## src/design/call_id_bucket_hash_macros.svh

```systemverilog
// ---------------------------------------------------------------------------
// Call-ID bucket hash: assertion macros
// Shared assertion forms for the bucket hash modules.
// ---------------------------------------------------------------------------
`ifndef CALL_ID_BUCKET_HASH_MACROS_SVH
`define CALL_ID_BUCKET_HASH_MACROS_SVH

// Checked on every clock edge outside reset.
`define CIDH_ASSERT(label, prop, msg) \
  label: assert property (@(posedge clk) disable iff (rst) prop) else $error(msg);

// Checked on every clock edge, reset included.
`define CIDH_ASSERT_ALWAYS(label, prop, msg) \
  label: assert property (@(posedge clk) prop) else $error(msg);

`endif

```

## src/design/cidh_pkg.sv

```systemverilog
// ---------------------------------------------------------------------------
// Call-ID bucket hash: package
// Widths, reset values, controller commands and datapath helper functions.
// ---------------------------------------------------------------------------
`default_nettype none

package cidh_pkg;

  localparam int DATA_W   = 8;
  localparam int TS_W     = 17;
  localparam int IDX_W    = 16;
  localparam int HASH_W   = 32;
  localparam int POS_W    = 2;
  localparam int STEP_W   = $clog2(HASH_W);

  localparam logic [TS_W-1:0]   TABLE_SIZE_RESET = TS_W'(256);
  localparam logic [TS_W-1:0]   DIVISOR_MAX      = TS_W'(65536);
  localparam logic [STEP_W-1:0] STEP_LAST        = STEP_W'(HASH_W - 1);

  typedef struct packed {
    logic take_byte;
    logic tail_mix;
    logic final_mix;
    logic div_step;
    logic load_out;
  } cmd_t;

  typedef struct packed {
    logic div_done;
  } status_t;

  function automatic logic [HASH_W-1:0] word_mix(input logic [HASH_W-1:0] w);
    return w ^ (w >> 3);
  endfunction

  function automatic logic [HASH_W-1:0] final_mix(input logic [HASH_W-1:0] h);
    return (h + (h >> 11)) + ((h >> 13) + (h >> 23));
  endfunction

  function automatic logic [TS_W-1:0] clamp_divisor(input logic [TS_W-1:0] ts);
    logic [TS_W-1:0] d;
    d = ts;
    if (ts == '0) begin
      d = TS_W'(1);
    end else if (ts > DIVISOR_MAX) begin
      d = DIVISOR_MAX;
    end
    return d;
  endfunction

endpackage

`default_nettype wire

```

## src/design/cidh_datapath.sv

```systemverilog
// ---------------------------------------------------------------------------
// Call-ID bucket hash: datapath
// Byte packing, word sum, final mix, bit-serial remainder and result register.
// ---------------------------------------------------------------------------
`default_nettype none

`include "call_id_bucket_hash_macros.svh"

module cidh_datapath import cidh_pkg::*; (
  input  wire logic              clk,
  input  wire logic              rst,
  input  wire cmd_t              cmd,
  output status_t                status,
  input  wire logic [DATA_W-1:0] data_byte,
  input  wire logic              cfg_write,
  input  wire logic [TS_W-1:0]   cfg_data,
  output logic [IDX_W-1:0]       bucket_index
);

  logic [TS_W-1:0]   table_size;
  logic [HASH_W-1:0] running_sum;
  logic [HASH_W-1:0] partial_word;
  logic [POS_W-1:0]  byte_position;
  logic [HASH_W-1:0] hash;
  logic [HASH_W-1:0] dividend;
  logic [TS_W-1:0]   divisor;
  logic [TS_W-1:0]   remainder;
  logic [STEP_W-1:0] step;

  logic [HASH_W-1:0] partial_next;
  logic [POS_W-1:0]  position_next;
  logic [TS_W:0]     trial;
  logic [TS_W-1:0]   remainder_next;

  assign partial_next  = {partial_word[HASH_W-DATA_W-1:0], data_byte};
  assign position_next = byte_position + POS_W'(1);
  assign trial         = {remainder, dividend[HASH_W-1]};
  assign status.div_done = (step == STEP_LAST);

  always_comb begin
    remainder_next = trial[TS_W-1:0];
    if (trial >= {1'b0, divisor}) begin
      remainder_next = TS_W'(trial - {1'b0, divisor});
    end
  end

  always_ff @(posedge clk) begin
    if (rst) begin
      table_size    <= TABLE_SIZE_RESET;
      running_sum   <= '0;
      partial_word  <= '0;
      byte_position <= '0;
      divisor       <= TS_W'(1);
      remainder     <= '0;
      step          <= '0;
    end else begin
      if (cfg_write) begin
        table_size <= cfg_data;
      end
      if (cmd.take_byte) begin
        byte_position <= position_next;
        if (position_next == '0) begin
          running_sum  <= running_sum + word_mix(partial_next);
          partial_word <= '0;
        end else begin
          partial_word <= partial_next;
        end
      end
      if (cmd.tail_mix) begin
        running_sum   <= '0;
        partial_word  <= '0;
        byte_position <= '0;
      end
      if (cmd.final_mix) begin
        divisor   <= clamp_divisor(table_size);
        remainder <= '0;
        step      <= '0;
      end
      if (cmd.div_step) begin
        remainder <= remainder_next;
        step      <= step + STEP_W'(1);
      end
    end
  end

  always_ff @(posedge clk) begin
    if (cmd.tail_mix) begin
      hash <= running_sum + word_mix(partial_word);
    end
    if (cmd.final_mix) begin
      dividend <= final_mix(hash);
    end else if (cmd.div_step) begin
      dividend <= {dividend[HASH_W-2:0], 1'b0};
    end
    if (cmd.load_out) begin
      bucket_index <= remainder[IDX_W-1:0];
    end
  end

  `CIDH_ASSERT(a_rem_below_divisor, remainder < divisor, "Remainder reached the divisor.")
  `CIDH_ASSERT(a_tail_clears, cmd.tail_mix |=> byte_position == '0 && partial_word == '0,
    "String state not cleared after the tail word.")
  `CIDH_ASSERT(a_step_clear, cmd.final_mix |=> step == '0 && remainder == '0,
    "Remainder unit not cleared at division start.")

endmodule

`default_nettype wire

```

## src/design/cidh_ctrl.sv

```systemverilog
// ---------------------------------------------------------------------------
// Call-ID bucket hash: controller
// Sequences byte intake, tail and final mix, the division and the result.
// ---------------------------------------------------------------------------
`default_nettype none

`include "call_id_bucket_hash_macros.svh"

module cidh_ctrl import cidh_pkg::*; (
  input  wire logic    clk,
  input  wire logic    rst,
  input  wire logic    in_valid,
  input  wire logic    last_byte,
  output logic         in_stall,
  input  wire logic    out_stall,
  output logic         out_valid,
  input  wire status_t status,
  output cmd_t         cmd
);

  typedef enum logic [2:0] {
    S_IDLE,
    S_TAIL,
    S_FINAL,
    S_DIV,
    S_OUT
  } state_t;

  state_t state;
  logic   accept;
  logic   out_free;

  assign in_stall = (state != S_IDLE);
  assign accept   = in_valid && !in_stall;
  assign out_free = !out_valid || !out_stall;

  always_comb begin
    cmd           = '0;
    cmd.take_byte = accept;
    cmd.tail_mix  = (state == S_TAIL);
    cmd.final_mix = (state == S_FINAL);
    cmd.div_step  = (state == S_DIV);
    cmd.load_out  = (state == S_OUT) && out_free;
  end

  always_ff @(posedge clk) begin
    if (rst) begin
      state     <= S_IDLE;
      out_valid <= 1'b0;
    end else begin
      if (out_valid && !out_stall && !cmd.load_out) begin
        out_valid <= 1'b0;
      end
      unique case (state)
        S_IDLE: begin
          if (accept && last_byte) begin
            state <= S_TAIL;
          end
        end
        S_TAIL: begin
          state <= S_FINAL;
        end
        S_FINAL: begin
          state <= S_DIV;
        end
        S_DIV: begin
          if (status.div_done) begin
            state <= S_OUT;
          end
        end
        S_OUT: begin
          if (out_free) begin
            out_valid <= 1'b1;
            state     <= S_IDLE;
          end
        end
        default: begin
          state <= S_IDLE;
        end
      endcase
    end
  end

  `CIDH_ASSERT(a_last_starts_tail, accept && last_byte |=> state == S_TAIL,
    "Last byte did not start the tail mix.")
  `CIDH_ASSERT(a_div_ends, state == S_DIV && status.div_done |=> state == S_OUT,
    "Division did not end after its last step.")
  `CIDH_ASSERT(a_load_free, cmd.load_out |=> out_valid,
    "Result load did not raise the output valid.")
  `CIDH_ASSERT_ALWAYS(a_reset_idle, rst |=> state == S_IDLE && !out_valid,
    "Reset did not return the controller to idle.")

endmodule

`default_nettype wire

```

## src/design/call_id_bucket_hash.sv

```systemverilog
// ---------------------------------------------------------------------------
// Call-ID bucket hash
// Hashes a byte string into a bucket index modulo the configured table size (clamped to 1..65536).
//
//   channel  direction  handshake               payload
//   in       input      in_valid / in_stall     data_byte, last_byte
//   out      output     out_valid / out_stall   bucket_index
//   cfg      input      cfg_valid / cfg_ready   table_size
//
// Bytes before the last one are taken at one per cycle.
// After the last byte the block stalls its input through the tail mix, the
// final mix, the one-bit-per-cycle remainder unit and the result load.
// The result register holds a finished index while the next string streams in.
// A stalled output holds back the result load of the following string and keeps the input stalled until that load.
// Reset is synchronous; it sets the table size to 256 and clears the string.
// ---------------------------------------------------------------------------
`default_nettype none

module call_id_bucket_hash import cidh_pkg::*; (
  input  wire logic              clk,
  input  wire logic              rst,
  input  wire logic              in_valid,
  output logic                   in_stall,
  input  wire logic [DATA_W-1:0] data_byte,
  input  wire logic              last_byte,
  output logic                   out_valid,
  input  wire logic              out_stall,
  output logic [IDX_W-1:0]       bucket_index,
  input  wire logic              cfg_valid,
  output logic                   cfg_ready,
  input  wire logic [TS_W-1:0]   table_size
);

  cmd_t    cmd;
  status_t status;

  assign cfg_ready = 1'b1;

  cidh_ctrl u_ctrl (
    .clk       (clk),
    .rst       (rst),
    .in_valid  (in_valid),
    .last_byte (last_byte),
    .in_stall  (in_stall),
    .out_stall (out_stall),
    .out_valid (out_valid),
    .status    (status),
    .cmd       (cmd)
  );

  cidh_datapath u_datapath (
    .clk          (clk),
    .rst          (rst),
    .cmd          (cmd),
    .status       (status),
    .data_byte    (data_byte),
    .cfg_write    (cfg_valid && cfg_ready),
    .cfg_data     (table_size),
    .bucket_index (bucket_index)
  );

endmodule

`default_nettype wire
```

## config.mk

```make
export PLATFORM = sky130hd
export DESIGN_NAME = call_id_bucket_hash
export DESIGN_NICKNAME = d
export VERILOG_FILES = /design/src/design/cidh_pkg.sv /design/src/design/cidh_datapath.sv /design/src/design/cidh_ctrl.sv /design/src/design/call_id_bucket_hash.sv
export VERILOG_INCLUDE_DIRS = /design/src /design/src/design
export SDC_FILE = /design/constraint.sdc
export NUM_CORES = 1
export LEC_CHECK = 0
export BUFFER_PORTS_ARGS = -buffer_cell sky130_fd_sc_hd__clkbuf_2
export CAP_MARGIN = 0
export CORE_ASPECT_RATIO = 0.7
export CORE_MARGIN = 3
export CORE_UTILIZATION = 25
export CTS_CLUSTER_DIAMETER = 150
export DETAILED_ROUTE_END_ITERATION = 12
export SLEW_MARGIN = 5
export SYNTH_ARGS = -nofsm -noshare
export SYNTH_HDL_FRONTEND = slang
export SYNTH_SLANG_ARGS = --single-unit
```

## constraint.sdc

```tcl
create_clock -name clk -period 5.4 [get_ports clk]
set_input_delay 0.27 -clock clk [delete_from_list [all_inputs] [get_ports clk]]
set_output_delay 0.27 -clock clk [all_outputs]
set_load 0.02 [all_outputs]
```

# Word-level counts from Yosys, hierarchy flattened
# Cells that the tools add are included.
# word_totals
rom_bits,0
elab_cells,67
latchBits,0
input_bits,31
n_memories,0
regBits,206
ramBits,0
# classes
n_shift,0
mux,17
eq_ne,8
n_lt_le_gt_ge,2
multipliers,0
add_sub_neg,8
reduce_logical,18
bitwise,2
div,0
# op_table
op,n
32-bit adder,3
32-bit two-way mux,3
17-bit two-way mux,5
32-bit by 29-bit XOR with 32-bit output,2
32-bit by 21-bit adder with 32-bit output,1
19-bit by 9-bit adder with 20-bit output,1
18-bit by 17-bit greater-or-equal comparator with 1-bit output,1
17-bit > comparator (second input constant),1
17-bit zero test,1
17-bit subtractor,1
3-bit case mux with 5 select lines,1
5-bit two-way mux,2
3-bit two-way mux,3
3-bit by 2-bit equality test with 1-bit output (second input constant),2
2-bit by 1-bit != test with 1-bit output (second input constant),3
5-bit by 1-bit adder with 5-bit output (second input constant),1
5-bit equality test (second input constant),1
1-bit logical AND,5
1-bit zero test,4
3-bit by 1-bit equality test with 1-bit output (second input constant),1
3-bit equality test (second input constant),1
3-bit zero test,1
1-bit two-way mux,3
3-bit AND reduction,1
7 further kinds,7

# Logic depth before layout (Yosys ltp)
# Gate-level depths: netlist of run 1.
# depth
depth_word,8
mapped_depth,23
mapped_depth_nobuf,22

# Hierarchy
# Synthesis of run 1 repeated with hierarchy kept, for this count alone.
# hier_totals
hier_cells,1531
area_unflattened_um2,14106.0
# by_module_without_submodules
mod,instances,seq_area_each_um2,cells_per_inst,area_each_um2
cidh_datapath,1,4844.6,1504,13873.3
cidh_ctrl,1,80.1,25,221.5
call_id_bucket_hash,1,0.0,2,11.3

# Worst setup path after synthesis of run 1
# No wires, ideal clock.
# synth_path
path_type,register -> register
start,reg u_datapath.hash[23]
end,"reg u_datapath.dividend[24], data pin"
path_buffers,1
t_required_ns,5.131
arrival_time_ns,4.753
stages_incl_launch_ff,24
synth_period_minus_slack_ns,5.022
slack_ns,0.378
setup_ns,0.269
path_cell_list,edfxtp_1 > ha_1 > fa_1 > a21o_1 > a21oi_1 > o21bai_1 > a21oi_1 > o21bai_1 > a211o_1 > o211ai_1 > nor2_1 > xnor2_1 > fa_1 > inv_1 > ha_1 > clkbuf_1 > nand3_1 > or2_0 > o22ai_1 > a2111oi_0 > o31a_1 > nor3_1 > xnor2_1 > o21ai_0
# synth_between
elab_chain_cells,3
word_cells_on_any_way,4
classes_between,add/sub: 3; mux: 1
# synth_rtl
item,line,source
start: declaration,cidh_datapath.sv:24,logic [HASH_W-1:0] hash;
start signal: assignment,cidh_datapath.sv:88,hash <= running_sum + word_mix(partial_word);
32-bit by 21-bit adder with 32-bit output or 19-bit by 9-bit adder with 20-bit output (tied branches),cidh_pkg.sv:37,return (h + (h >> 11)) + ((h >> 13) + (h >> 23));
32-bit adder *,cidh_pkg.sv:37,
32-bit two-way mux *,cidh_datapath.sv:90,if (cmd.final_mix) begin
end signal: assignment,cidh_datapath.sv:91,dividend <= final_mix(hash);
end signal: assignment,cidh_datapath.sv:93,"dividend <= {dividend[HASH_W-2:0], 1'b0};"
end: declaration,cidh_datapath.sv:25,logic [HASH_W-1:0] dividend;
# Every way passes the cells marked *; elsewhere a longest branch is shown, timed or not.
# A chain may end at the register's enable or synchronous reset.

# Final worst setup path of run 1
# layout_path
start,reg u_datapath.hash[13]
end,"reg u_datapath.dividend[25], data pin"
# The elaborated chain is that of the path after synthesis.

==> results.toml, run 1 <==
[synthesis]
ys_ff_latch = 206
synth_area_leader_cell = "dfxtp_1"
yosysMostFrequentCell = "a21oi_1"
yosysUniqueCellTypes = 87
syn_nets = 1747
yosysWarningCount = 0
synthFlopType = "dfxtp_1"
yosysTopAreaCellShare_pct = 18.0
syn_avg_cell_area_sq_um = 8.87
syn_inst = 1578
synth_edf_count = 80
synth_area_sq_um = 14000
synthArstFlopShare_pct = 0
ys_seq_area_share_pct = 35.2
synth.top_cells.by_count = "a21oi_1 (150), nand2_1 (145), nor2_1 (132), dfxtp_1 (126), ha_1 (113)"
synthTopCellsByArea = "dfxtp_1 (18%), edfxtp_1 (17%), ha_1 (10%), a21oi_1 (5.4%), xor2_1 (4.5%)"

[clock_tree]
root_buffer = "clkbuf_16"
path_clk_slew_ps = 70
clk_latency_ps = 520
cts_sinks = 206
cts_buffers = 21
clockBufferDepth = 3
cts_tree = "built"
h-tree-depth = 1

[worst_setup_path]
end_kind = "flip-flop"
cp.required_ps = 5670
cp_max_fo = 7
critical_path_buf_inv_count = 2
crit_chain = "ha_1 -> fa_1 -> a21o_1 -> a21oi_2 -> o21bai_1 -> a21oi_2 -> o21bai_1 -> a211o_1 -> o211ai_1 -> buf_4 -> nor2_1 -> xnor2_1 -> fa_1 -> inv_1 -> ha_1 -> a21o_1 -> a21oi_1 -> o21ai_0 -> a211o_2 -> and3_1 -> o31a_1"
max_stage_delay_ps = 510
critPathKind = "flip-flop to flip-flop"
slowest_stage = "fa_1"
cp.arrival_ps = 5430
worstSetupStartpointType = "flip-flop"
path_delay_family = "compound AO/OA/AOI/OAI gates"

[power]
ir_drop_uv = 171
seqPwrFrac_pct = 38.9
p_leak_nw = 7.21
powerDensity_nw_per_um2 = 283
switchingPower_mw = 1.42
swShare_pct = 31.4
internal_power_mw = 3.09
p_comb_share_pct = 26.9
clkPwrFrac_pct = 34.3

[finish]
syn_to_final_growth_pct = 14.0
diodes = 0
fillers = 5727
final_nets = 1794
drive_gt1_share_pct = 8.97

[grt]
grt_max_degree = 57
busiest_layer = "met1"
grt.overflow.total = 0
grt_pass1_wl_um = 57700
met1_usage_pct = 18.0
globalRouteMet3Util_pct = 2.72
grt_pass1_vias = 10900
grtUsageTotal_pct = 11.9
grt_util_met2_pct = 17.0
grt_antenna_before_repair = 0

[flow_run]
cap_violations = 0

[detailed_routing]
drt_wl_total_um = 35700
dr.pass1.iters = 5
drcViolationCount = 0
vias = 11500
antenna_left = 0
viasPerCell = 4.86
drt_iter0_drc = 745
drt-wirelength-per-cell_um = 15.1

[timing]
fin_crit_sh_pct = 95.6
tightest_slew_ps = 1230
relSlewSlack_pct = 18.0
fin_ws_ps = 239
fin_worst_skew_ps = 10.0
fin_crit_ps = 5160
setup_viol = 0
slew_viol_final = 0
holdWs_ps = 16.1
hold_violations = 0
max_freq_mhz = 194

[floorplanning]
coreArea_sq_um = 54500
start_util_pct = 25.7
fp.dieW_um = 289
io_pins = 50
rows = 71
dieArea_sq_um = 58900
die_y_um = 204

[place]
place_ws_ps = 28.9
hpwl_um = 27100
port_buffers = 48
gp_congestion = 0.897

[status]
outcome = "completed"

[min_path]
hp-class = "input pin to flip-flop"
==> layout by cell type, fill, tap and decap left out, drive strengths merged, types with 5 or more instances in the layout <==
cell type	instances
clkbuf	75
a21oi	153
clkinv	5
nand4	15
inv	116
nor4	10
o31ai	9
nor2b	9
xnor2	66
nand2b	12
a21o	51
or4	6
mux2i	33
fa	25
nand3	38
ha	113
dfxtp	126
edfxtp	80
nor2	133
and2	6
nand2	146
dlygate4sd3	11
o21a	17
o21ai	89
nor3	18
a211oi	13
buf	21
a31oi	12
a211o	6
o21bai	16
xor2	72
a22oi	15
o211ai	5
and3	50
==> logic make-up (layout without fill, tap and decap cells) <==
logic type / Yosys count / count (layout) / synth area share (%)
fa+ha+maj: 139 / 139 / 13.8
other cells: 1 / 1 / 0.0268
xor+xnor: 138 / 138 / 8.64
compound gates: 425 / 425 / 19.3
simple gates: 464 / 464 / 15.7
flops: 206 / 206 / 35.2
buf+inv: 169 / 230 / 4.85
mux: 36 / 36 / 2.60
==> path summary, 6_finish.rpt <==
| path | slack, ps | to | cells after the start | from |
|---|---|---|---|---|
| setup / recovery | 240 | u_datapath.dividend[25]$_DFFE_PP_ | 21 | u_datapath.hash[13]$_DFFE_PP_ |
| hold / removal | 20 | u_datapath.table_size[3]$_SDFFE_PP0P_ | 3 | table_size[3] |
| setup reg to reg | 240 | u_datapath.dividend[25]$_DFFE_PP_ | 21 | u_datapath.hash[13]$_DFFE_PP_ |
| hold reg to reg | 460 | u_datapath.divisor[16]$_SDFFE_PP0N_ | 2 | u_datapath.divisor[16]$_SDFFE_PP0N_ |
==> power by group through the flow <==
stage	logic, mW	registers [mW]	clock network, mW
3_3_place_gp	1.16	1.79	0
2_1_floorplan	0.906	1.77	0
6_report	1.21	1.75	1.55
3_5_place_dp	1.17	1.79	0
5_1_grt	1.36	1.76	1.65
4_1_cts	1.18	1.75	1.59
==> layer usage <==
metal	part of all wire, %	up-vias	routed length [um]
met4	1.7	0	624
met3	6.6	43	2340
met2	40	287	14300
li1	-	5703	-
met1	52	5474	18500
met5	0	-	0
==> sequential cells by signal (all words and copies together), names as in the netlist <==
| name | flops |
|---|---|
| u_ctrl.out_valid | 1 |
| u_ctrl.state | 3 |
| u_datapath.bucket_index | 16 |
| u_datapath.byte_position | 2 |
| u_datapath.dividend | 32 |
| u_datapath.divisor | 17 |
| u_datapath.hash | 32 |
| u_datapath.partial_word | 32 |
| u_datapath.remainder | 17 |
| u_datapath.running_sum | 32 |
| u_datapath.step | 5 |
| u_datapath.table_size | 17 |
==> stage by stage <==
step / util, % / cells / setup TNS [ps] / power, mW / area, sq um
after floorplan: - / 1578 / 0 / 2.67 / 14000
after global placement: 27.6 / 2319 / 0 / 2.94 / 15000
after detailed placement: 27.6 / 2319 / 0 / 2.96 / 15000
after CTS: 29.1 / 2367 / 0 / 4.53 / 15900
after global routing: 29.3 / 2369 / -219 / 4.77 / 16000
final: 29.3 / 2369 / 0 / 4.51 / 16000
==> timing repair <==
action	in CTS	in global routing
hold buffers	11	0
setup endpoints to repair	0	14
hold endpoints to repair	11	0
buffers inserted	0	2
resized for setup	0	16
==> worst min-delay path: stages <==
cell      delay (ps)
clkbuf_2          80
mux2i_1           60
nor2_1            80
==> layout make-up <==
type	count	area, sq um	area share [%]
Multi-Input combinational cell	1203	8480	53.1
Sequential cell	206	4920	30.9
Tap cell	730	913	5.72
Clock buffer	27	604	3.79
Timing Repair Buffer	80	508	3.18
Inverter	113	424	2.66
Clock inverter	10	109	0.682
No activity file was read; power rests on OpenSTA's default activity.
==> inputs of run 2 (changes only) <==
- SYNTH_HIERARCHICAL: default -> 1
==> run 2 against run 1 <==
Total power shrank 5.5%. Clock skew grew 2.8 ps. Final area grew 1.0%. Clock power grew 5%. Worst hold slack gained 38 ps. Synthesized cell count shrank 3.0%. Count of clock-buffer cells in the layout grew 2. Sequential power is essentially flat. Non-clock buffer count shrank 2. Global-route usage shrank 0.41 points. Critical path depth shrank 7. Highest routed layer unchanged.
==> results.toml, run 2 <==
[power]
ir_drop_uv = 241
powerDensity_nw_per_um2 = 265
finalPower_mw = 4.27
p_leak_nw = 6.96

[grt]
grt.overflow.total = 0
grtUsageTotal_pct = 11.5
grt_max_degree = 63
grt_antenna_before_repair = 0
grt_pass1_wl_um = 57600
grt_pass1_vias = 10800

[synthesis]
yosysWarningCount = 6
synth_area_leader_cell = "dfxtp_1"
synth_compound_area_share_pct = 19.0
yosysMostFrequentCell = "a21oi_1"
synth.top_cells.by_count = "a21oi_1 (140), dfxtp_1 (126), ha_1 (120), inv_1 (109), nand2_1 (104)"
synth-xor-area-share_pct = 7.89
synthSimpleGateAreaFrac_pct = 15.2
yosysTopAreaCellShare_pct = 17.9
ys_ff_latch = 206
yosysUniqueCellTypes = 78
synthTopCellsByArea = "dfxtp_1 (18%), edfxtp_1 (17%), ha_1 (11%), a21oi_1 (5.0%), fa_1 (4.4%)"
yosys.area_share.adder_pct = 15.0
synth_mux_area_share_pct = 3.36
synth_edf_count = 80
ys_seq_area_share_pct = 34.9
synth_top_family_by_area = "compound AO/OA/AOI/OAI gates"
syn_inst = 1531
syn_avg_cell_area_sq_um = 9.21
synthFlopType = "dfxtp_1"
syn_nets = 1713
synthArstFlopShare_pct = 0
synth_area_sq_um = 14100

[clock_tree]
post_cts_resize_count = 0
cts_buffers = 24
clk_latency_ps = 530
h-tree-depth = 1
cts_sinks = 206
cts_tree = "built"
root_buffer = "clkbuf_16"
clockBufferDepth = 3
postCtsSetupBuffers = 0
path_clk_slew_ps = 60

[min_path]
hp-class = "input pin to flip-flop"
hold_depth = 3

[finish]
drive_gt1_share_pct = 9.22
final_nets = 1759
diodes = 0
fillers = 5826
final_cell_mix = "a21oi_1 (139), dfxtp_1 (126), ha_1 (120)"
final_common_cell = "a21oi_1"
syn_to_final_growth_pct = 14.3

[floorplanning]
io_pins = 50
start_util_pct = 25.4
dieArea_sq_um = 59400
rows = 72
coreArea_sq_um = 55500
die_y_um = 205
fp.dieW_um = 290

[place]
gp_congestion = 0.878
hpwl_um = 26600
port_buffers = 48

[detailed_routing]
drcViolationCount = 0
antenna_left = 0
vias = 11200
viasPerCell = 4.81
drt_wl_total_um = 34800
drt-wirelength-per-cell_um = 14.9
dr.pass1.iters = 5
drt_iter0_drc = 864

[timing]
setup_viol = 0
fin_crit_ps = 4120
hold_violations = 0
fin_crit_sh_pct = 76.4
max_freq_mhz = 243
setup_tns_ps = 0
tightest_slew_ps = 1070
fin_worst_skew_ps = 12.8
relSlewSlack_pct = 28.6
slew_viol_final = 0
rsz0062_at_grt = "false"

[worst_setup_path]
r2r_setup_slack_ps = 1280
critPathKind = "flip-flop to flip-flop"
worstSetupStartpointType = "flip-flop"
cp_max_fo = 5
reg2regPathDepth = 14
end_kind = "flip-flop"
cp.arrival_ps = 4370
reg2reg_from = "u_datapath/hash[13]$_DFFE_PP_"
endpoint = "u_datapath/dividend[30]$_DFFE_PP_"
r2r_end = "u_datapath/dividend[30]$_DFFE_PP_"
crit_start = "u_datapath/hash[13]$_DFFE_PP_"
cp.required_ps = 5650

[flow_run]
cap_violations = 0

[status]
outcome = "completed"
run 2: area by class of cell:
cell class                 instances  area (sq um)  area share [%]
tap                              740           926            5.74
multi-input combinational       1157          8560            53.1
clock buffer                      29           652            4.04
inverter                         110           413            2.56
timing repair buffer              78           513            3.18
clock inverter                    15           140           0.869
sequential                       206          4920            30.5
run 2: how the worst min path moves through the flow:
stage,slack [ps],end,from
finish,50,u_datapath/partial_word[1]$_SDFFE_PP0P_,data_byte[1]
global route,40,u_datapath/partial_word[0]$_SDFFE_PP0P_,data_byte[0]
CTS,20,u_datapath/partial_word[1]$_SDFFE_PP0P_,data_byte[1]
floorplan,330,u_ctrl/out_valid$_SDFF_PP0_,rst
detailed placement,470,u_datapath/divisor[0]$_SDFFE_PP1P_,u_datapath/divisor[0]$_SDFFE_PP1P_
global placement,450,u_datapath/remainder[16]$_SDFFE_PP0P_,u_datapath/remainder[16]$_SDFFE_PP0P_
run 2: routing by layer:
layer  GRT usage [%]  routed length [um]  part of all wire [%]  vias to the layer above
li1                -                   -                     -                     5584
met1            17.4               18500                    53                     5398
met2            17.3               14500                    42                      212
met3            1.58                1300                   3.7                       34
met4            2.19                 515                   1.5                        0
met5               0                   0                     0                        -
run 2: worst max-delay path, stage by stage, from the launching register on:
cell,delay (ps)
edfxtp_1,420
inv_1,150
fa_1,450
fa_1,580
inv_1,60
ha_1,300
a211oi_1,70
o21bai_1,220
o211ai_1,120
o21ai_1,360
a41oi_1,280
o211ai_1,430
nand3_1,150
xnor2_1,190
a21oi_1,90
run 2: power by group:
group	internal, mW	switching [mW]
registers	1.68	0.0364
logic	0.388	0.539
clock network	0.961	0.662
run 2: logic make-up (layout without fill, tap and decap cells):
kind of cell    after synthesis  count (layout)
compound gates              413             413
flops                       206             206
buf+inv                     168             232
xor+xnor                    127             127
mux                          45              45
other cells                   1               1
fa+ha+maj                   151             151
simple gates                420             420
run 2: metrics by stage:
stage                     utilization (%)  hold slack [ps]  instance area [sq um]  instances  setup slack [ps]
final                                29.1             54.2                  16100       2335              1280
after global routing                 29.1             43.1                  16100       2335               938
after CTS                            29.1             23.5                  16100       2335              1280
after detailed placement             27.3              473                  15100       2272              1290
after global placement               27.3              454                  15100       2272              1310
after floorplan                         -              332                  14100       1531              1100
run 2: repair_timing:
item / 4_1_cts / 5_1_grt
endpoints found under the hold margin: 19 / 0
hold buffers: 19 / 0
endpoints found under the setup margin: 0 / 0
